File: config.mk
export PLATFORM = sky130hd
export DESIGN_NAME = dotted_ipv4_address_parser_flat
export DESIGN_NICKNAME = d
export VERILOG_FILES = /design/src/design/dip_pkg.sv /design/src/design/dip_in_if.sv /design/src/design/dip_out_if.sv /design/src/design/dotted_ipv4_address_parser.sv /design/src/flat_wrapper.sv
export SDC_FILE = /design/constraint.sdc
export NUM_CORES = 1
export LEC_CHECK = 0
export BUFFER_PORTS_ARGS = -buffer_cell sky130_fd_sc_hd__buf_2
export CAP_MARGIN = 20
export CORE_AREA = 2 2 123 125
export DETAILED_ROUTE_END_ITERATION = 12
export DIE_AREA = 0 0 125 127
export HOLD_SLACK_MARGIN = 0.03
export PLACE_DENSITY = 0.85
export SLEW_MARGIN = 0
export SYNTH_ARGS = -nofsm -noshare
export SYNTH_HDL_FRONTEND = slang
export SYNTH_SLANG_ARGS = --single-unit
File: constraint.sdc
create_clock -name clk -period 6.9 [get_ports clk]
set_input_delay 0.345 -clock clk [delete_from_list [all_inputs] [get_ports clk]]
set_output_delay 0.345 -clock clk [all_outputs]
set_load 0.02 [all_outputs]
File: src/design/dip_pkg.sv
`timescale 1ns / 1ps
// ----------------------------------------------------------------------------
// dip_pkg: shared widths for the dotted IPv4 address parser
// Field widths of the character and result channels.
// ----------------------------------------------------------------------------
package dip_pkg;

	localparam int CHAR_W = 8;
	localparam int ADDR_W = 32;

	typedef logic [CHAR_W-1:0] char_t;
	typedef logic [ADDR_W-1:0] addr_t;

endpackage

File: src/design/dip_in_if.sv
`timescale 1ns / 1ps
// ----------------------------------------------------------------------------
// dip_in_if: character channel
// Valid/ready channel that carries one string character per item.
// ----------------------------------------------------------------------------
interface dip_in_if;
	import dip_pkg::*;

	logic  valid;
	logic  ready;
	char_t char_code;

	modport source (output valid, output char_code, input ready);
	modport sink (input valid, input char_code, output ready);
endinterface

File: src/design/dip_out_if.sv
`timescale 1ns / 1ps
// ----------------------------------------------------------------------------
// dip_out_if: result channel
// Valid/ready channel that carries one parsed address and its error flag.
// ----------------------------------------------------------------------------
interface dip_out_if;
	import dip_pkg::*;

	logic  valid;
	logic  ready;
	addr_t address;
	logic  parse_error;

	modport source (output valid, output address, output parse_error, input ready);
	modport sink (input valid, input address, input parse_error, output ready);
endinterface

File: src/design/dotted_ipv4_address_parser.sv
`timescale 1ns / 1ps
// ----------------------------------------------------------------------------
// dotted_ipv4_address_parser: streaming dotted-quad address parser
// Parses NUL-terminated strings one character per item and emits the
// network-order address and an error flag when the NUL arrives.
// ----------------------------------------------------------------------------
//
//  channel  | dir | payload                    | item
//  ---------+-----+----------------------------+--------------------------------
//  chars    | in  | char_code[7:0]             | one character, 0 ends a string
//  result   | out | address[31:0], parse_error | one per string, on its NUL
//
//  An accepted character lands in the input register; from there it
//  updates the parse state and, if it is a NUL, loads the result register.
//  One character per cycle, except while a NUL waits on a stalled result.
//  arst_n clears the parse state and both valid flags at once.
//  Only a NUL waiting on a full, stalled result register holds the input
//  register; all other characters keep flowing while a result waits.
//
module dotted_ipv4_address_parser (
	input logic        clk,
	input logic        arst_n,
	dip_in_if.sink     chars,
	dip_out_if.source  result
);
	import dip_pkg::*;

	// character codes
	localparam char_t CH_NUL   = 8'h00;
	localparam char_t CH_0     = 8'h30;
	localparam char_t CH_9     = 8'h39;
	localparam char_t CH_DOT   = 8'h2e;
	localparam char_t CH_SPACE = 8'h20;
	localparam char_t CH_LX    = 8'h78;
	localparam char_t CH_UX    = 8'h58;
	localparam char_t CH_LA    = 8'h61;
	localparam char_t CH_LF    = 8'h66;
	localparam char_t CH_UA    = 8'h41;
	localparam char_t CH_UF    = 8'h46;

	// range limits of the last part, by number of earlier parts
	localparam addr_t LIM_ONE   = 32'h00ff_ffff;
	localparam addr_t LIM_TWO   = 32'h0000_ffff;
	localparam addr_t LIM_THREE = 32'h0000_00ff;

	typedef enum logic [1:0] {
		PH_START,   // awaiting first digit of a part
		PH_ZERO,    // after a leading 0
		PH_DIGITS,  // inside the digits of a part
		PH_TRAIL    // after a trailing space, skip to NUL
	} phase_t;

	typedef enum logic [1:0] {
		BASE_DEC,
		BASE_OCT,
		BASE_HEX
	} base_t;

	// input register
	logic  valid_s1;
	char_t char_s1;

	// parse state
	phase_t        phase_q;
	base_t         base_q;
	addr_t         acc_q;
	logic [7:0]    part0_q;
	logic [15:0]   part1_q;
	logic [23:0]   part2_q;
	logic [1:0]    count_q;
	logic          failed_q;

	// result register
	logic  out_valid_q;
	addr_t out_addr_q;
	logic  out_err_q;

	// next state
	phase_t        phase_n;
	base_t         base_n;
	addr_t         acc_n;
	logic [7:0]    part0_n;
	logic [15:0]   part1_n;
	logic [23:0]   part2_n;
	logic [1:0]    count_n;
	logic          failed_n;
	logic          emit;
	addr_t         emit_addr;
	logic          emit_err;

	logic          is_nul;
	logic          advance;
	logic          is_dec;
	logic          is_lower_hex;
	logic          is_upper_hex;
	logic [3:0]    dig_val;
	base_t         eff_base;
	logic          prefix_x;
	addr_t         acc_scaled;
	addr_t         assembled;
	logic          range_bad;
	logic          bad;

	// Hold a NUL in the input register only while a result still waits.
	assign is_nul  = (char_s1 == CH_NUL);
	assign advance = valid_s1 && (!is_nul || !out_valid_q || result.ready);
	assign chars.ready = !valid_s1 || advance;

	assign result.valid       = out_valid_q;
	assign result.address     = out_addr_q;
	assign result.parse_error = out_err_q;

	// Character classes and digit value.
	assign is_dec       = (char_s1 >= CH_0) && (char_s1 <= CH_9);
	assign is_lower_hex = (char_s1 >= CH_LA) && (char_s1 <= CH_LF);
	assign is_upper_hex = (char_s1 >= CH_UA) && (char_s1 <= CH_UF);

	always_comb begin
		dig_val = 4'd0;
		if (is_dec) begin
			dig_val = 4'(char_s1 - CH_0);
		end else if (is_lower_hex) begin
			dig_val = 4'(char_s1 - CH_LA + 8'd10);
		end else if (is_upper_hex) begin
			dig_val = 4'(char_s1 - CH_UA + 8'd10);
		end
	end

	// After a leading 0 the next character either starts a hex prefix
	// or is parsed in octal.
	assign prefix_x = (phase_q == PH_ZERO) && ((char_s1 == CH_LX) || (char_s1 == CH_UX));
	assign eff_base = (phase_q == PH_ZERO) ? BASE_OCT : base_q;

	// Scale the accumulator by the base; wraps at 32 bits.
	always_comb begin
		unique case (eff_base)
			BASE_HEX: acc_scaled = {acc_q[27:0], 4'b0};
			BASE_OCT: acc_scaled = {acc_q[28:0], 3'b0};
			default:  acc_scaled = {acc_q[28:0], 3'b0} + {acc_q[30:0], 1'b0};
		endcase
	end

	// Place the earlier parts above the last one and range check it.
	always_comb begin
		assembled = acc_q | {part0_q, 24'b0} | {part1_q, 16'b0} | {part2_q, 8'b0};
		unique case (count_q)
			2'd0:    range_bad = 1'b0;
			2'd1:    range_bad = acc_q > LIM_ONE;
			2'd2:    range_bad = acc_q > LIM_TWO;
			default: range_bad = acc_q > LIM_THREE;
		endcase
	end

	// Parse step for the character in the input register.
	always_comb begin
		phase_n  = phase_q;
		base_n   = base_q;
		acc_n    = acc_q;
		part0_n  = part0_q;
		part1_n  = part1_q;
		part2_n  = part2_q;
		count_n  = count_q;
		failed_n = failed_q;
		emit     = 1'b0;

		if (failed_q || phase_q == PH_TRAIL) begin
			emit = is_nul;
		end else if (phase_q == PH_START) begin
			if (!is_dec) begin
				failed_n = 1'b1;
				emit     = is_nul;
			end else if (char_s1 == CH_0) begin
				acc_n   = '0;
				base_n  = BASE_OCT;
				phase_n = PH_ZERO;
			end else begin
				acc_n   = ADDR_W'(dig_val);
				base_n  = BASE_DEC;
				phase_n = PH_DIGITS;
			end
		end else if (prefix_x) begin
			base_n  = BASE_HEX;
			phase_n = PH_DIGITS;
		end else begin
			phase_n = PH_DIGITS;
			base_n  = eff_base;
			if (is_dec) begin
				acc_n = acc_scaled + ADDR_W'(dig_val);
			end else if (eff_base == BASE_HEX && (is_lower_hex || is_upper_hex)) begin
				acc_n = {acc_q[27:0], dig_val};
			end else if (char_s1 == CH_DOT) begin
				// fail on a fourth dot, else store this part and start the next
				if (count_q == 2'd3) begin
					failed_n = 1'b1;
				end else begin
					unique case (count_q)
						2'd0:    part0_n = acc_q[7:0];
						2'd1:    part1_n = acc_q[15:0];
						default: part2_n = acc_q[23:0];
					endcase
					count_n = count_q + 2'd1;
					acc_n   = '0;
					base_n  = BASE_DEC;
					phase_n = PH_START;
				end
			end else if (is_nul) begin
				emit = 1'b1;
			end else if (char_s1 == CH_SPACE) begin
				phase_n = PH_TRAIL;
			end else begin
				failed_n = 1'b1;
			end
		end
	end

	// Byte swap into network order; zero the address on error.
	assign bad       = failed_n || range_bad;
	assign emit_err  = bad;
	assign emit_addr = bad ? '0
		: {assembled[7:0], assembled[15:8], assembled[23:16], assembled[31:24]};

	// Input register: advance on accept, drop once processed.
	always_ff @(posedge clk or negedge arst_n) begin
		if (!arst_n) begin
			valid_s1 <= 1'b0;
		end else if (chars.ready) begin
			valid_s1 <= chars.valid;
		end
	end

	always_ff @(posedge clk) begin
		if (chars.ready && chars.valid) begin
			char_s1 <= chars.char_code;
		end
	end

	// Parse state: advance per character, return to reset after a NUL.
	always_ff @(posedge clk or negedge arst_n) begin
		if (!arst_n) begin
			phase_q  <= PH_START;
			base_q   <= BASE_DEC;
			acc_q    <= '0;
			part0_q  <= '0;
			part1_q  <= '0;
			part2_q  <= '0;
			count_q  <= '0;
			failed_q <= 1'b0;
		end else if (advance) begin
			if (emit) begin
				phase_q  <= PH_START;
				base_q   <= BASE_DEC;
				acc_q    <= '0;
				part0_q  <= '0;
				part1_q  <= '0;
				part2_q  <= '0;
				count_q  <= '0;
				failed_q <= 1'b0;
			end else begin
				phase_q  <= phase_n;
				base_q   <= base_n;
				acc_q    <= acc_n;
				part0_q  <= part0_n;
				part1_q  <= part1_n;
				part2_q  <= part2_n;
				count_q  <= count_n;
				failed_q <= failed_n;
			end
		end
	end

	// Result register: load on a processed NUL, clear when taken.
	always_ff @(posedge clk or negedge arst_n) begin
		if (!arst_n) begin
			out_valid_q <= 1'b0;
		end else if (advance && emit) begin
			out_valid_q <= 1'b1;
		end else if (result.ready) begin
			out_valid_q <= 1'b0;
		end
	end

	always_ff @(posedge clk) begin
		if (advance && emit) begin
			out_addr_q <= emit_addr;
			out_err_q  <= emit_err;
		end
	end

endmodule

File: src/flat_wrapper.sv
// flat-port wrapper written by rule: the top's interface ports become plain ports
module dotted_ipv4_address_parser_flat import dip_pkg::*;
  (clk, arst_n, chars_valid, chars_char_code, chars_ready, result_valid, result_address, result_parse_error, result_ready);
  dip_in_if chars_i ();
  dip_out_if result_i ();
  input logic clk;
  input logic arst_n;
  input wire logic [$bits(chars_i.valid)-1:0] chars_valid;
  input wire logic [$bits(chars_i.char_code)-1:0] chars_char_code;
  output wire logic [$bits(chars_i.ready)-1:0] chars_ready;
  output wire logic [$bits(result_i.valid)-1:0] result_valid;
  output wire logic [$bits(result_i.address)-1:0] result_address;
  output wire logic [$bits(result_i.parse_error)-1:0] result_parse_error;
  input wire logic [$bits(result_i.ready)-1:0] result_ready;
  assign chars_i.valid = chars_valid;
  assign chars_i.char_code = chars_char_code;
  assign chars_ready = chars_i.ready;
  assign result_valid = result_i.valid;
  assign result_address = result_i.address;
  assign result_parse_error = result_i.parse_error;
  assign result_i.ready = result_ready;
  dotted_ipv4_address_parser u_core (.clk(clk), .arst_n(arst_n), .chars(chars_i), .result(result_i));
endmodule
[After elaboration in Yosys (flattened, before gate mapping)]
Index checks and enable logic that the tools add are counted.
Operators by class
  equality and inequality tests: 22
  bitwise operators: 3
  add/sub/neg operators: 8
  $lt $le $gt $ge: 9
  reduce and logical (&&, ||, !) cells: 33
  muxes and demuxes: 94
Operator list (count)
  two-way mux 32 bit: 9
  two-way mux 24 bit: 9
  two-way mux 16 bit: 9
  OR 32 bit: 3
  two-way mux 8 bit: 9
  case mux 32 bit (2 select lines): 1
  two-way mux 2 bit: 29
  adder 32 bit: 1
  adder 32 x 4 -> 32 bit: 1
  > comparator 32 x 16 -> 1 bit, second input constant: 1
  > comparator 32 x 24 -> 1 bit, second input constant: 1
  > comparator 32 x 8 -> 1 bit, second input constant: 1
  AND reduction 9 bit: 3
  == test 8 x 6 -> 1 bit, second input constant: 3
  two-way mux 1 bit: 23
  == test 8 x 7 -> 1 bit, second input constant: 2
  greater-or-equal comparator 8 x 7 -> 1 bit, second input constant: 2
  less-or-equal comparator 8 x 7 -> 1 bit, second input constant: 2
  two-way mux 4 bit: 4
  != test 2 x 1 -> 1 bit, second input constant: 7
  subtractor 4 x 1 -> 4 bit, second input constant: 3
  adder 4 bit, second input constant: 2
  == test 2 bit, second input constant: 4
  greater-or-equal comparator 8 x 6 -> 1 bit, second input constant: 1
  18 further kinds: 39
Word-level totals
  register bits after elaboration: 130
  input bits: 12
  output and inout port bits: 35

[Longest topological paths before layout]
Gate-level depths: netlist of the first run.
  depth after elaboration: 11
  mapped depth: 23
  mapped depth without buffers: 19

[Worst setup path after synthesis of the first run]
No wires, ideal clock.
  path kind: flip-flop to flip-flop
  from: register u_core.phase_q[1]
  to: register u_core.acc_q[26]
  stages on the path, launching flop included: 22
  clock period less this slack: 5396 ps
  data arrival time: 5320 ps
  buffers on the path: 7
  library setup time: 77 ps
  data required time: 6823 ps
  setup slack: 1504 ps
  cells stage by stage: dfrtp_1 -> clkbuf_1 -> nand2b_1 -> nand2b_1 -> ha_1 -> buf_2 -> buf_2 -> buf_2 -> buf_2 -> buf_1 -> buf_1 -> o21ai_0 -> ha_1 -> a21oi_1 -> or3_4 -> nand3b_4 -> or3_4 -> or4b_4 -> nor4_4 -> nand3_1 -> xor2_1 -> o21ai_1
Between the ends
  cells in the longest elaborated chain, start to end: 11
  elaborated cells on any way between the ends: 28
Ends and longest elaborated chain
  start: declaration: line dotted_ipv4_address_parser.sv:64  | phase_t phase_q;
  start signal: assignment: line dotted_ipv4_address_parser.sv:259  | phase_q <= phase_n;
  branches (longest 11 deep; another with adder 32 x 4 -> 32 bit)
  end signal: assignment: line dotted_ipv4_address_parser.sv:261  | acc_q <= acc_n;
  end: declaration: line dotted_ipv4_address_parser.sv:66  | addr_t acc_q;
Parallel ways; which one is timed is not known. The select of a mux whose other input is x is not followed.
A chain may end at the register's enable or synchronous reset.

[Final worst setup path of the first run]
  from: register u_core.phase_q[1]
  to: register u_core.acc_q[29]
Same word-level chain as after synthesis.

==> metrics.md, run 1 <==
| Metric | Value |
|---|---|
| FMAX | `0.187 GHz` |
| Syn_nets | `1,089` |
| Met1 global-route usage | `38.9%` |
| FILL cells | `1,126` |
| GP Congestion | `0.951` |
| Setup Skew | `0.0154 ns` |
| HPWL after DPL | `16.7 mm` |
| Setup TNS Final | `0 ns` |
| CTS tree | `built` |
| CTS Buffer Depth | `2` |
| Area leader, netlist | `dfrtp_1` |
| Post-synthesis async set-or-reset flop share | `68.5%` |
| Clock Latency Late Sink | `0.44 ns` |
| Post-synthesis cell type count | `82` |
| Vias | `8,534` |
| # nets final | `1,095` |
| Most common cell in the netlist | `nand2_1` |
| Die Y | `127 µm` |
| Post-synth EDFFs | `41` |
| Synth Flop Type | `dfrtp_1` |
| Slew @ Worst Pin | `1.05 ns` |
| Lkg Pwr | `3.98 nW` |
| Mapped Area | `8920 µm²` |
| Number of global-route vias before repair | `8,118` |
| Final core occ | `68.0%` |
| Antenna-violating nets left | `0` |
| Setup ws final | `1.54 ns` |
| WL per Instance | `20.6 µm` |
| Sink Count | `130` |
| WP data required | `7.22 ns` |
| Synth Register Bits | `130` |
| Critical path fanouts, max | `70` |
| Area share of the largest cell type after synthesis | `25.0%` |
| Gr busiest metal | `met2` |
| Max_cap viols | `0` |
| Reg area | `3460 µm²` |
| Clk slew on worst S/H paths | `0.06 ns` |
| Total GRT Usage | `32.0%` |
| Fin cells | `1,237` |
| Diodes inserted | `0` |
| Relative slew slack | `30.1%` |
| Pin count of the biggest net entering global routing | `85` |
| Total gr overflow | `0` |
| Avg Synthesized Cell Area | `8.63 µm²` |
| Cell Count Post-Placement | `1,201` |
| Multi-input logic area | `5120 µm²` |
| GR Util met2 | `54.7%` |
| Final Hold Viols | `0` |
| Worst Path Arrival | `5.68 ns` |
| Pre-CTS setup slack | `1.71 ns` |
| Max rail drop VDD | `0.205 mV` |
| Final period util | `77.7%` |
| Status | `finished clean` |
| Clk root buf | `clkbuf_16` |
| Critical Path Start | `u_core.phase_q[1]` |
| GR Util met3 | `7.45%` |
| DR vias/cell | `6.90` |
| DR pass1 iterations | `6` |
| I/O pin count | `47` |
| DRT Wirelength | `25.5 mm` |
| Hold Crit Class | `input pin to register` |
| Pins Over Slew Limit | `0` |
| First-pass GRT wire length | `40.9 mm` |
| Core region area | `14,400 µm²` |
| Crit path time final | `5.36 ns` |
| Chip Width | `125 µm` |
| DIE AREA | `15,900 µm²` |
| Reg-to-Reg Start | `u_core.phase_q[1]` |
| Crit path kind | `register to register` |
| Critical Path Source Type | `register` |
| Rows | `44` |
| Area Overhead vs Synth | `9.90%` |
| CTS Buf Count | `17` |
| Number of DRC markers in iteration 0 | `1,050` |
| Synth Instances | `1,034` |
| Post-synth top cells | `nand2_1 (150), o21ai_0 (97), dfrtp_1 (89)` |
| YS warnings | `0` |
| H-tree depth | `4` |
| RSZ-0062 raised after global routing | `no` |
| CP Capture Type | `register` |
| Share of cells above drive strength 1 | `11.6%` |
| Setup-failing EPs final | `0` |
| Initial antenna violation count | `0` |
| Top post-synthesis cells by area | `dfrtp_1 (25%), edfxtp_1 (14%), nand2_1 (6.3%), ha_1 (5.7%), o21ai_0 (5.4%)` |
| Initial Util | `61.9%` |
| Pwr/cell area | `184 nW/µm²` |
| IO buf count | `46` |
| DRC viols | `0` |
| Post_cts resized | `0` |
| Seq/Total Area, Yosys | `38.8%` |
| Hold_sp | `chars_char_code[3]` |
## per-layer routing
layer | vias to the layer above | share of wire [%] | wire, µm
met5 | - | 0 | 0
met3 | 97 | 8.0 | 2040
li1 | 3852 | - | -
met2 | 504 | 50 | 12700
met1 | 4081 | 39 | 9900
met4 | 0 | 3.4 | 866
## flip-flops by register name, summed over array words and instances (netlist names)
register                   flops
u_core.part0_q                 8
u_core.result.valid            1
u_core.valid_s1                1
u_core.phase_q                 2
u_core.base_q                  2
u_core.failed_q                1
u_core.part2_q                24
u_core.result.parse_error      1
u_core.result.address         32
u_core.acc_q                  32
u_core.part1_q                16
u_core.count_q                 2
u_core.char_s1                 8
## through the flow
| step | area, µm² | hold slack [ns] | total power [mW] |
|---|---|---|---|
| final | 9810 | 0.0837 | 1.81 |
| after global routing | 9810 | 0.0821 | 1.85 |
| after CTS | 9760 | 0.0866 | 1.80 |
| after detailed placement | 9170 | 0.153 | 0.924 |
| after global placement | 9170 | 0.153 | 0.920 |
| after floorplan | 8920 | 0.0494 | 0.893 |
## path summary, 6_finish.rpt
| check | end | cells after the start | slack [ns] |
|---|---|---|---|
| setup / recovery | u_core.acc_q[29] | 17 | 1.54 |
| hold / removal | u_core.char_s1[3] | 1 | 0.08 |
| setup reg to reg | u_core.acc_q[29] | 17 | 1.54 |
| hold reg to reg | u_core.part2_q[20] | 2 | 0.47 |
| max in group asynchronous | u_core.part1_q[4] | 4 | 5.80 |
| min in group asynchronous | u_core.result.valid | 2 | 0.25 |
## layout by cell type (no fill, tap or decap), drive strengths merged, types with 21 or more instances in the layout
cell	instances
a21oi	59
buf	56
dfrtp	89
edfxtp	41
ha	41
nand2	151
nor2	88
nor3	37
nor4	21
o21ai	111
## cell type report
| class | instances | area share, % |
|---|---|---|
| multi-input combinational | 815 | 52.2 |
| sequential | 130 | 35.3 |
| clock buffer | 18 | 4.48 |
| timing repair buffer | 57 | 3.52 |
| tap | 184 | 2.35 |
| clock inverter | 14 | 1.42 |
| inverter | 19 | 0.727 |
## kinds of logic (layout without fill, tap and decap cells)
family	after synthesis	in the layout	synth area share (%)
fa+ha+maj	44	44	6.31
simple gates	403	403	22.2
buf+inv	89	108	4.02
compound gates	325	325	24.3
mux	7	7	0.841
xor+xnor	36	36	3.53
flops	130	130	38.8
## where the power goes
| group | total (mW) | switching [mW] | internal (mW) |
|---|---|---|---|
| combinational | 0.103 | 0.0673 | 0.0359 |
| clock | 0.891 | 0.354 | 0.537 |
| sequential | 0.814 | 0.0121 | 0.802 |
## critical path: stages (launching register included)
cell	delay, ns
dfrtp_1	0.48
nand2b_1	0.27
nand2b_1	0.13
ha_2	0.33
buf_4	0.52
inv_2	0.36
nor2_1	0.18
ha_1	0.20
fa_1	0.22
a21oi_1	0.09
or3_1	0.36
nor4_2	0.36
nand2b_1	0.14
or4b_1	0.64
nor4_2	0.43
nand4_1	0.18
xnor2_1	0.16
a21o_1	0.18
## timing repair
action,CTS,global route
hold buffers,1,0
setup buffers,0,0
hold endpoints to repair,5,0
Power figures use the tool's default switching activity.
==> inputs of run 2 (changes only) <==
--- a/config.mk
+++ b/config.mk
@@ -5,13 +5,14 @@
 export SDC_FILE = /design/constraint.sdc
 export NUM_CORES = 1
 export LEC_CHECK = 0
+export ABC_AREA = 1
 export BUFFER_PORTS_ARGS = -buffer_cell sky130_fd_sc_hd__buf_2
 export CAP_MARGIN = 20
-export CORE_AREA = 2 2 123 125
+export CORE_AREA = 2 2 133 135
 export DETAILED_ROUTE_END_ITERATION = 12
-export DIE_AREA = 0 0 125 127
+export DIE_AREA = 0 0 135 137
 export HOLD_SLACK_MARGIN = 0.03
-export PLACE_DENSITY = 0.85
+export PLACE_DENSITY = 0.82
 export SLEW_MARGIN = 0
 export SYNTH_ARGS = -nofsm -noshare
 export SYNTH_HDL_FRONTEND = slang
==> constraint.sdc (replaced) <==
create_clock -name clk -period 4.5 [get_ports clk]
set_input_delay 0.225 -clock clk [delete_from_list [all_inputs] [get_ports clk]]
set_output_delay 0.225 -clock clk [all_outputs]
set_load 0.02 [all_outputs]
==> run 2 against run 1 <==
Net effect:
- clock skew down 0.0024 ns
- combinational power rose to 12 times the previous value
- worst setup slack worse by 1.1 ns
- synthesized cell count up 35%
- critical path depth up 8
- critical endpoint is now u_core.acc_q[27]
==> metrics.md, run 2 <==
| Metric | Value |
|---|---|
| Clk slew on worst S/H paths | `0.06 ns (about the same)` |
| Synth Area in Adders | `5.81% (-0.50 points)` |
| Relative slew slack | `26.2% (-3.8 points)` |
| Worst Path Arrival | `4.34 ns (-1.34 ns)` |
| Reg2reg end | `u_core.acc_q[27]` |
| Setup TNS Final | `0 ns (unchanged)` |
| Hold path endpoint | `u_core.result.valid` |
| GP Congestion | `0.956 (+0.53%)` |
| Most common cell in the netlist | `nand2_1` |
| FILL cells | `1,495 (+33%)` |
| Cell Count Post-Placement | `1,635 (+36%)` |
| Antenna-violating nets left | `0 (unchanged)` |
| CTS Buf Count | `17 (unchanged)` |
| RSZ-0062 raised after global routing | `no` |
| Final period util | `89.4% (+12 points)` |
| Clock Latency Late Sink | `0.43 ns (about the same)` |
| Sw frac | `37.7% (+14 points)` |
| Number of global-route vias before repair | `9,164 (+13%)` |
| Top post-synthesis cells by area | `dfrtp_1 (23%), nand2_1 (17%), edfxtp_1 (13%), inv_1 (8.0%), nand3_1 (6.5%)` |
| Setup ws final | `0.476 ns (-1.07 ns)` |
| Status | `finished clean` |
| Avg Synthesized Cell Area | `6.84 µm² (-21%)` |
| Max rail drop VDD | `0.322 mV (+57%)` |
| NetSw | `1.50 mW (+250%)` |
| CP Capture Type | `register` |
| Initial Util | `55.8% (-6.0 points)` |
| Area Overhead vs Synth | `11.9%` |
| Post-Synth XOR/XNOR Area | `0.644% (-2.9 points)` |
| Post-Synth Simple-Gate Area | `34.9% (+13 points)` |
| Post-synth EDFFs | `41 (unchanged)` |
| Sink Count | `130 (unchanged)` |
| Most common cell after layout, fill and taps aside | `nand2_1` |
| Compound-gate portion of the synthesized area | `12.1% (-12 points)` |
| Pin count of the biggest net entering global routing | `56 (-34%)` |
| Number of DRC markers in iteration 0 | `1,085 (+3.3%)` |
| Pins Over Slew Limit | `0 (unchanged)` |
| Crit path time final | `4.02 ns (-1.33 ns)` |
| Mapped Area | `9530 µm² (+6.8%)` |
| DIE AREA | `18,500 µm² (+17%)` |
| Lkg Pwr | `5.31 nW (+34%)` |
| Rows | `48 (+9.1%)` |
| WL per Instance | `16.1 µm (-22%)` |
| R2r setup slk | `0.48 ns (-1.07 ns)` |
| Max_cap viols | `0 (unchanged)` |
| HPWL after DPL | `19.7 mm (+18%)` |
| # nets final | `1,495 (+37%)` |
| I/O pin count | `47 (unchanged)` |
| Fin cells | `1,678 (+36%)` |
| Hold Crit Class | `input pin to register` |
| Synth Instances | `1,393 (+35%)` |
| Post-synthesis cell type count | `48 (-41%)` |
| DR pass1 iterations | `7 (+1)` |
| Reg-to-Reg Start | `u_core.char_s1[0]` |
| Reg2Reg Depth | `25 (+8)` |
| DRT Wirelength | `27.1 mm (+6.3%)` |
| Largest family of logic cells by synthesized area | `simple AND/OR/NAND/NOR gates` |
| Mux contribution to synthesized area | `0% (-0.84 points)` |
| Post-synthesis async set-or-reset flop share | `68.5% (unchanged)` |
| DRC viols | `0 (unchanged)` |
| Syn_nets | `1,448 (+33%)` |
| Slew @ Worst Pin | `1.10 ns (+0.0503 ns)` |
| Area share of the largest cell type after synthesis | `23.4% (-1.6 points)` |
| H-tree depth | `4 (unchanged)` |
| IO buf count | `46 (unchanged)` |
| Final Hold Viols | `0 (unchanged)` |
| First-pass GRT wire length | `44.4 mm (+8.5%)` |
| Pint | `2.49 mW (+81%)` |
| Vias | `9,636 (+13%)` |
| Setup Skew | `0.0131 ns (-0.00237 ns)` |
| Most frequent cells in the layout | `nand2_1 (425), inv_1 (204), nor2_1 (134)` |
| Total GRT Usage | `30.3% (-1.7 points)` |
| CTS Buffer Depth | `2 (unchanged)` |
| Critical Path Source Type | `register` |
| Clk root buf | `clkbuf_16` |
| Seq/Total Area, Yosys | `36.3% (-2.5 points)` |
| Hold_sp | `result_ready` |
| WP data required | `4.82 ns (-2.40 ns)` |
| Pre-CTS setup slack | `0.438 ns (-1.27 ns)` |
| Area leader, netlist | `dfrtp_1` |
| DR vias/cell | `5.74 (-17%)` |
| Die Y | `137 µm (+7.9%)` |
| Comb power frac | `31.6% (+26 points)` |
| WHS Path Cells | `4 (+3)` |
| YS warnings | `0 (unchanged)` |
| Diodes inserted | `0 (unchanged)` |
| Pwr/cell area | `374 nW/µm² (+100%)` |
| Setup-failing EPs final | `0 (unchanged)` |
| Critical path fanouts, max | `27 (-61%)` |
| Power share of the clock group | `35.9% (-13 points)` |
| Post-synth top cells | `nand2_1 (425), inv_1 (204), nor2_1 (134)` |
| Share of cells above drive strength 1 | `9.08% (-2.5 points)` |
| Total gr overflow | `0 (unchanged)` |
| Chip Width | `135 µm (+8.0%)` |
| Synth Flop Type | `dfrtp_1` |
| Synth Register Bits | `130 (unchanged)` |
| Crit path kind | `register to register` |
| FMAX | `0.248 GHz (+33%)` |
| Reg power frac | `32.5% (-13 points)` |
| Core region area | `17,100 µm² (+18%)` |
| CTS tree | `built` |
| Initial antenna violation count | `0 (unchanged)` |
-- run 2: cell count changes in the layout (fill, tap and decap cells not counted), moves of 18 or more --
cell,change
nor2_1,+47
nand2_1,+275
nor3_1,-23
nand3_1,+103
inv_1,+187
xnor2_1,-18
a221oi_1,-18
-- run 2: critical path, cell delays in order, from the launching register on --
cell and delay, ns:
edfxtp_1 0.44, inv_1 0.09, ha_1 0.22, inv_1 0.10, nor2_4 0.06, inv_2 0.09, o211ai_1 0.13, nand2_4 0.25
nand2_1 0.10, xor2_1 0.16, a21oi_1 0.28, fa_1 0.28, a21oi_1 0.08, nand3b_2 0.22, nor2_1 0.15, nand3_1 0.16
nor2_4 0.16, nand4_4 0.12, nor2_4 0.21, nand2_2 0.12, nor2_4 0.15, nand2_1 0.08, nand2_1 0.07, nand3_1 0.06
nand2_1 0.08, nand2_1 0.04
-- run 2: power groups by stage --
stage,combinational [mW],clock [mW],sequential (mW)
after CTS,1.24,1.43,1.29
after detailed placement,1.23,0,1.31
final,1.26,1.43,1.29
after floorplan,0.980,0,1.30
after global placement,1.21,0,1.31
after global routing,1.43,1.48,1.30
-- run 2: kinds of logic (layout without fill, tap and decap cells) --
| group | after synthesis | count (layout) |
|---|---|---|
| AOI/OAI and AO/OA | 197 | 197 |
| xor gates and xnor gates | 7 | 7 |
| adders and majority gates | 43 | 43 |
| buffers and inverters | 254 | 314 |
| DFF | 130 | 130 |
| and+or+nand+nor | 762 | 762 |
-- run 2: per-stage QoR --
step | utilization, % | area [µm²] | hold slack, ns | power [mW]
global placement | 58.3 | 9940 | 0.200 | 2.52
finish | 62.5 | 10700 | 0.0987 | 3.99
detailed placement | 58.3 | 9940 | 0.203 | 2.54
floorplan | - | 9530 | -0.0706 | 2.28
CTS | 62.4 | 10600 | 0.0972 | 3.97
global route | 62.5 | 10700 | 0.132 | 4.20
-- run 2: what timing repair did --
action,4_1_cts,5_1_grt
buffers inserted,0,0
setup endpoints to repair,0,6
endpoints found under the hold margin,43,0
gates resized for setup,0,1
hold buffers,10,0
-- run 2: how the worst max path moves through the flow --
stage	from	end	slack, ns	cells past startpoint
floorplan	u_core.phase_q[0]	u_core.acc_q[21]	0.64	25
global placement	u_core.char_s1[0]	u_core.acc_q[21]	0.58	24
detailed placement	u_core.char_s1[0]	u_core.acc_q[21]	0.44	24
CTS	u_core.char_s1[0]	u_core.acc_q[21]	0.39	24
global route	u_core.char_s1[0]	u_core.acc_q[27]	0.06	25
finish	u_core.char_s1[0]	u_core.acc_q[27]	0.48	25
-- run 2: cell type report --
class	instances	area [µm²]	area share (%)
Clock buffer	18	439	4.12
Clock inverter	14	166	1.56
Inverter	218	818	7.67
Multi-Input combinational cell	1009	5100	47.8
Sequential cell	130	3460	32.4
Tap cell	225	282	2.64
Timing Repair Buffer	64	400	3.75
-- run 2: layer usage --
| layer | share of wire (%) | wire length [µm] | up-vias | track usage, % |
|---|---|---|---|---|
| li1 | - | - | 4625 | - |
| met1 | 41 | 11000 | 4454 | 38.7 |
| met2 | 46 | 12600 | 444 | 48.8 |
| met3 | 7.6 | 2060 | 113 | 6.11 |
| met4 | 5.3 | 1430 | 0 | 16.1 |
| met5 | 0 | 0 | - | 0 |
==> inputs of run 3 (changes only) <==
--- a/config.mk
+++ b/config.mk
@@ -12,7 +12,7 @@
 export DETAILED_ROUTE_END_ITERATION = 12
 export DIE_AREA = 0 0 135 137
 export HOLD_SLACK_MARGIN = 0.03
-export PLACE_DENSITY = 0.82
+export PLACE_DENSITY = 0.87
 export SLEW_MARGIN = 0
 export SYNTH_ARGS = -nofsm -noshare
 export SYNTH_HDL_FRONTEND = slang
==> run 3 against run 2 <==
Net effect:
- hold slack improved by 0.034 ns
- sequential power hardly changed
- combinational power hardly changed
- register-to-register slack lost 0.21 ns
- die area stayed put
- core utilization barely moved
- highest routed layer unchanged
==> metrics.md, run 3 (same netlist as run 2, synthesis figures left out) <==
| Metric | Value |
|---|---|
| # nets final | `1,496 (+0.067%)` |
| Critical Path Start | `u_core.char_s1[0]` |
| GP Congestion | `1.01 (+5.5%)` |
| Setup-failing EPs final | `0 (unchanged)` |
| Final Hold Viols | `0 (unchanged)` |
| DR pass1 iterations | `6 (-1)` |
| Slew @ Worst Pin | `1.13 ns (+0.0323 ns)` |
| Pins Over Slew Limit | `0 (unchanged)` |
| WP data required | `4.82 ns (about the same)` |
| DIE AREA | `18,500 µm² (unchanged)` |
| WL per Instance | `16.2 µm (+0.24%)` |
| CP max-delay cell | `edfxtp_1` |
| Most frequent cells in the layout | `nand2_1 (425), inv_1 (204), nor2_1 (134)` |
| Diodes inserted | `0 (unchanged)` |
| Worst stage delay on the critical path | `0.45 ns (about the same)` |
| CP Capture Type | `register` |
| H-tree depth | `4 (unchanged)` |
| Critical Path Source Type | `register` |
| Number of DRC markers in iteration 0 | `1,002 (-7.6%)` |
| FMAX | `0.236 GHz (-4.9%)` |
| First-pass GRT wire length | `43.1 mm (-2.8%)` |
| Clk root buf | `clkbuf_16` |
| Chip Width | `135 µm (unchanged)` |
| GR Util met2 | `48.9% (+0.17 points)` |
| DRT Wirelength | `27.2 mm (+0.30%)` |
| Lkg Pwr | `5.30 nW (-0.18%)` |
| Final period util | `94.0% (+4.6 points)` |
| Number of global-route vias before repair | `8,972 (-2.1%)` |
| Clk slew on worst S/H paths | `0.06 ns (about the same)` |
| Max_cap viols | `0 (unchanged)` |
| Critical path fanouts, max | `27 (unchanged)` |
| Rows | `48 (unchanged)` |
| Fin Hold WS | `0.132 ns (+0.0337 ns)` |
| Crit path max-delay family | `simple AND/OR/NAND/NOR gates` |
| Gr busiest metal | `met2` |
| HPWL after DPL | `19.7 mm (about the same)` |
| Final core occ | `62.5% (about the same)` |
| Multi-input logic area | `5100 µm² (unchanged)` |
| Core region area | `17,100 µm² (unchanged)` |
| Pin count of the biggest net entering global routing | `57 (+1.8%)` |
| I/O pin count | `47 (unchanged)` |
| Crit path kind | `register to register` |
| Share of cells above drive strength 1 | `9.08% (about the same)` |
| Met1 global-route usage | `36.6% (-2.0 points)` |
| Most frequent CP cell | `nand2_1` |
| CTS Buffer Depth | `2 (unchanged)` |
| Sink Count | `130 (unchanged)` |
| Worst Path Arrival | `4.55 ns (+0.21 ns)` |
| Relative slew slack | `24.1% (-2.2 points)` |
| CTS tree | `built` |
| Fin area | `10,700 µm² (about the same)` |
| Die Y | `137 µm (unchanged)` |
| Hold Crit Class | `input pin to register` |
| Total Power | `3.85 mW (-3.4%)` |
| DR vias/cell | `5.85 (+1.9%)` |
| Area Overhead vs Synth | `11.9% (about the same)` |
| DRC viols | `0 (unchanged)` |
| Pwr/cell area | `362 nW/µm² (-3.3%)` |
| Initial antenna violation count | `0 (unchanged)` |
| Status | `finished clean` |
| CP bufs+invs | `3 (unchanged)` |
| Setup TNS Final | `0 ns (unchanged)` |
| Total GRT Usage | `29.6% (-0.70 points)` |
| DP Area | `9960 µm² (+0.20%)` |
| GR Util met3 | `5.37% (-0.74 points)` |
| Hold_sp | `result_ready` |
| Reg area | `3460 µm² (unchanged)` |
| Most common cell after layout, fill and taps aside | `nand2_1` |
| IO buf count | `46 (unchanged)` |
| Initial Util | `55.8% (unchanged)` |
| Clock Latency Late Sink | `0.43 ns (about the same)` |
| Crit path time final | `4.23 ns (+0.207 ns)` |
| Reg-to-Reg Start | `u_core.char_s1[0]` |
| Total gr overflow | `0 (unchanged)` |
| Setup Skew | `0.0113 ns (-0.00174 ns)` |
| FILL cells | `1,468 (-1.8%)` |
| CTS Buf Count | `17 (unchanged)` |
| Max rail drop VDD | `0.366 mV (+14%)` |
| Antenna-violating nets left | `0 (unchanged)` |
| Vias | `9,828 (+2.0%)` |
==> run 3: path summary, 6_finish.rpt <==
path,cells after the start,slack (ns),endpoint
hold / removal,4,0.13,u_core.result.valid
max in group asynchronous,3,3.11,u_core.part2_q[4]
setup reg to reg,25,0.27,u_core.acc_q[31]
hold reg to reg,2,0.49,u_core.part2_q[14]
min in group asynchronous,2,0.28,u_core.acc_q[30]
setup / recovery,25,0.27,u_core.acc_q[31]
==> run 3: routing by layer <==
layer,wire length (µm),part of all wire (%)
met1,10600,39
met2,12700,47
met3,2350,8.6
met4,1450,5.3
met5,0,0
==> run 3: metrics by stage <==
step	cells	setup WS (ns)
2_1_floorplan	1393	0.643
3_3_place_gp	1634	0.591
3_5_place_dp	1635	0.379
4_1_cts	1677	0.253
5_1_grt	1679	-0.00619
6_report	1679	0.268
==> run 3: where the power goes <==
group / switching, mW / internal, mW / total (mW)
Combinational: 0.879 / 0.390 / 1.27
Sequential: 0.0446 / 1.25 / 1.29
Clock: 0.551 / 0.742 / 1.29
Total: 1.48 / 2.38 / 3.85
==> run 3: tightest hold or removal path, stage by stage <==
cell and delay, ns:
buf_2 0.08, nor2_1 0.06, inv_1 0.09, nand2_1 0.06
==> run 3: area by class of cell <==
type / count / share of cell area, %
Timing Repair Buffer: 65 / 4.20
Multi-Input combinational cell: 1009 / 47.8
Clock buffer: 19 / 4.26
Inverter: 218 / 7.68
Sequential cell: 130 / 32.4
Tap cell: 225 / 2.64
Clock inverter: 13 / 0.939
==> run 3: timing repair <==
| item | 4_1_cts | 5_1_grt |
|---|---|---|
| hold buffers | 10 | 0 |
| gates resized for setup | 0 | 1 |
| hold endpoints to repair | 42 | 0 |
| buffers inserted | 0 | 0 |
| endpoints found under the setup margin | 0 | 7 |
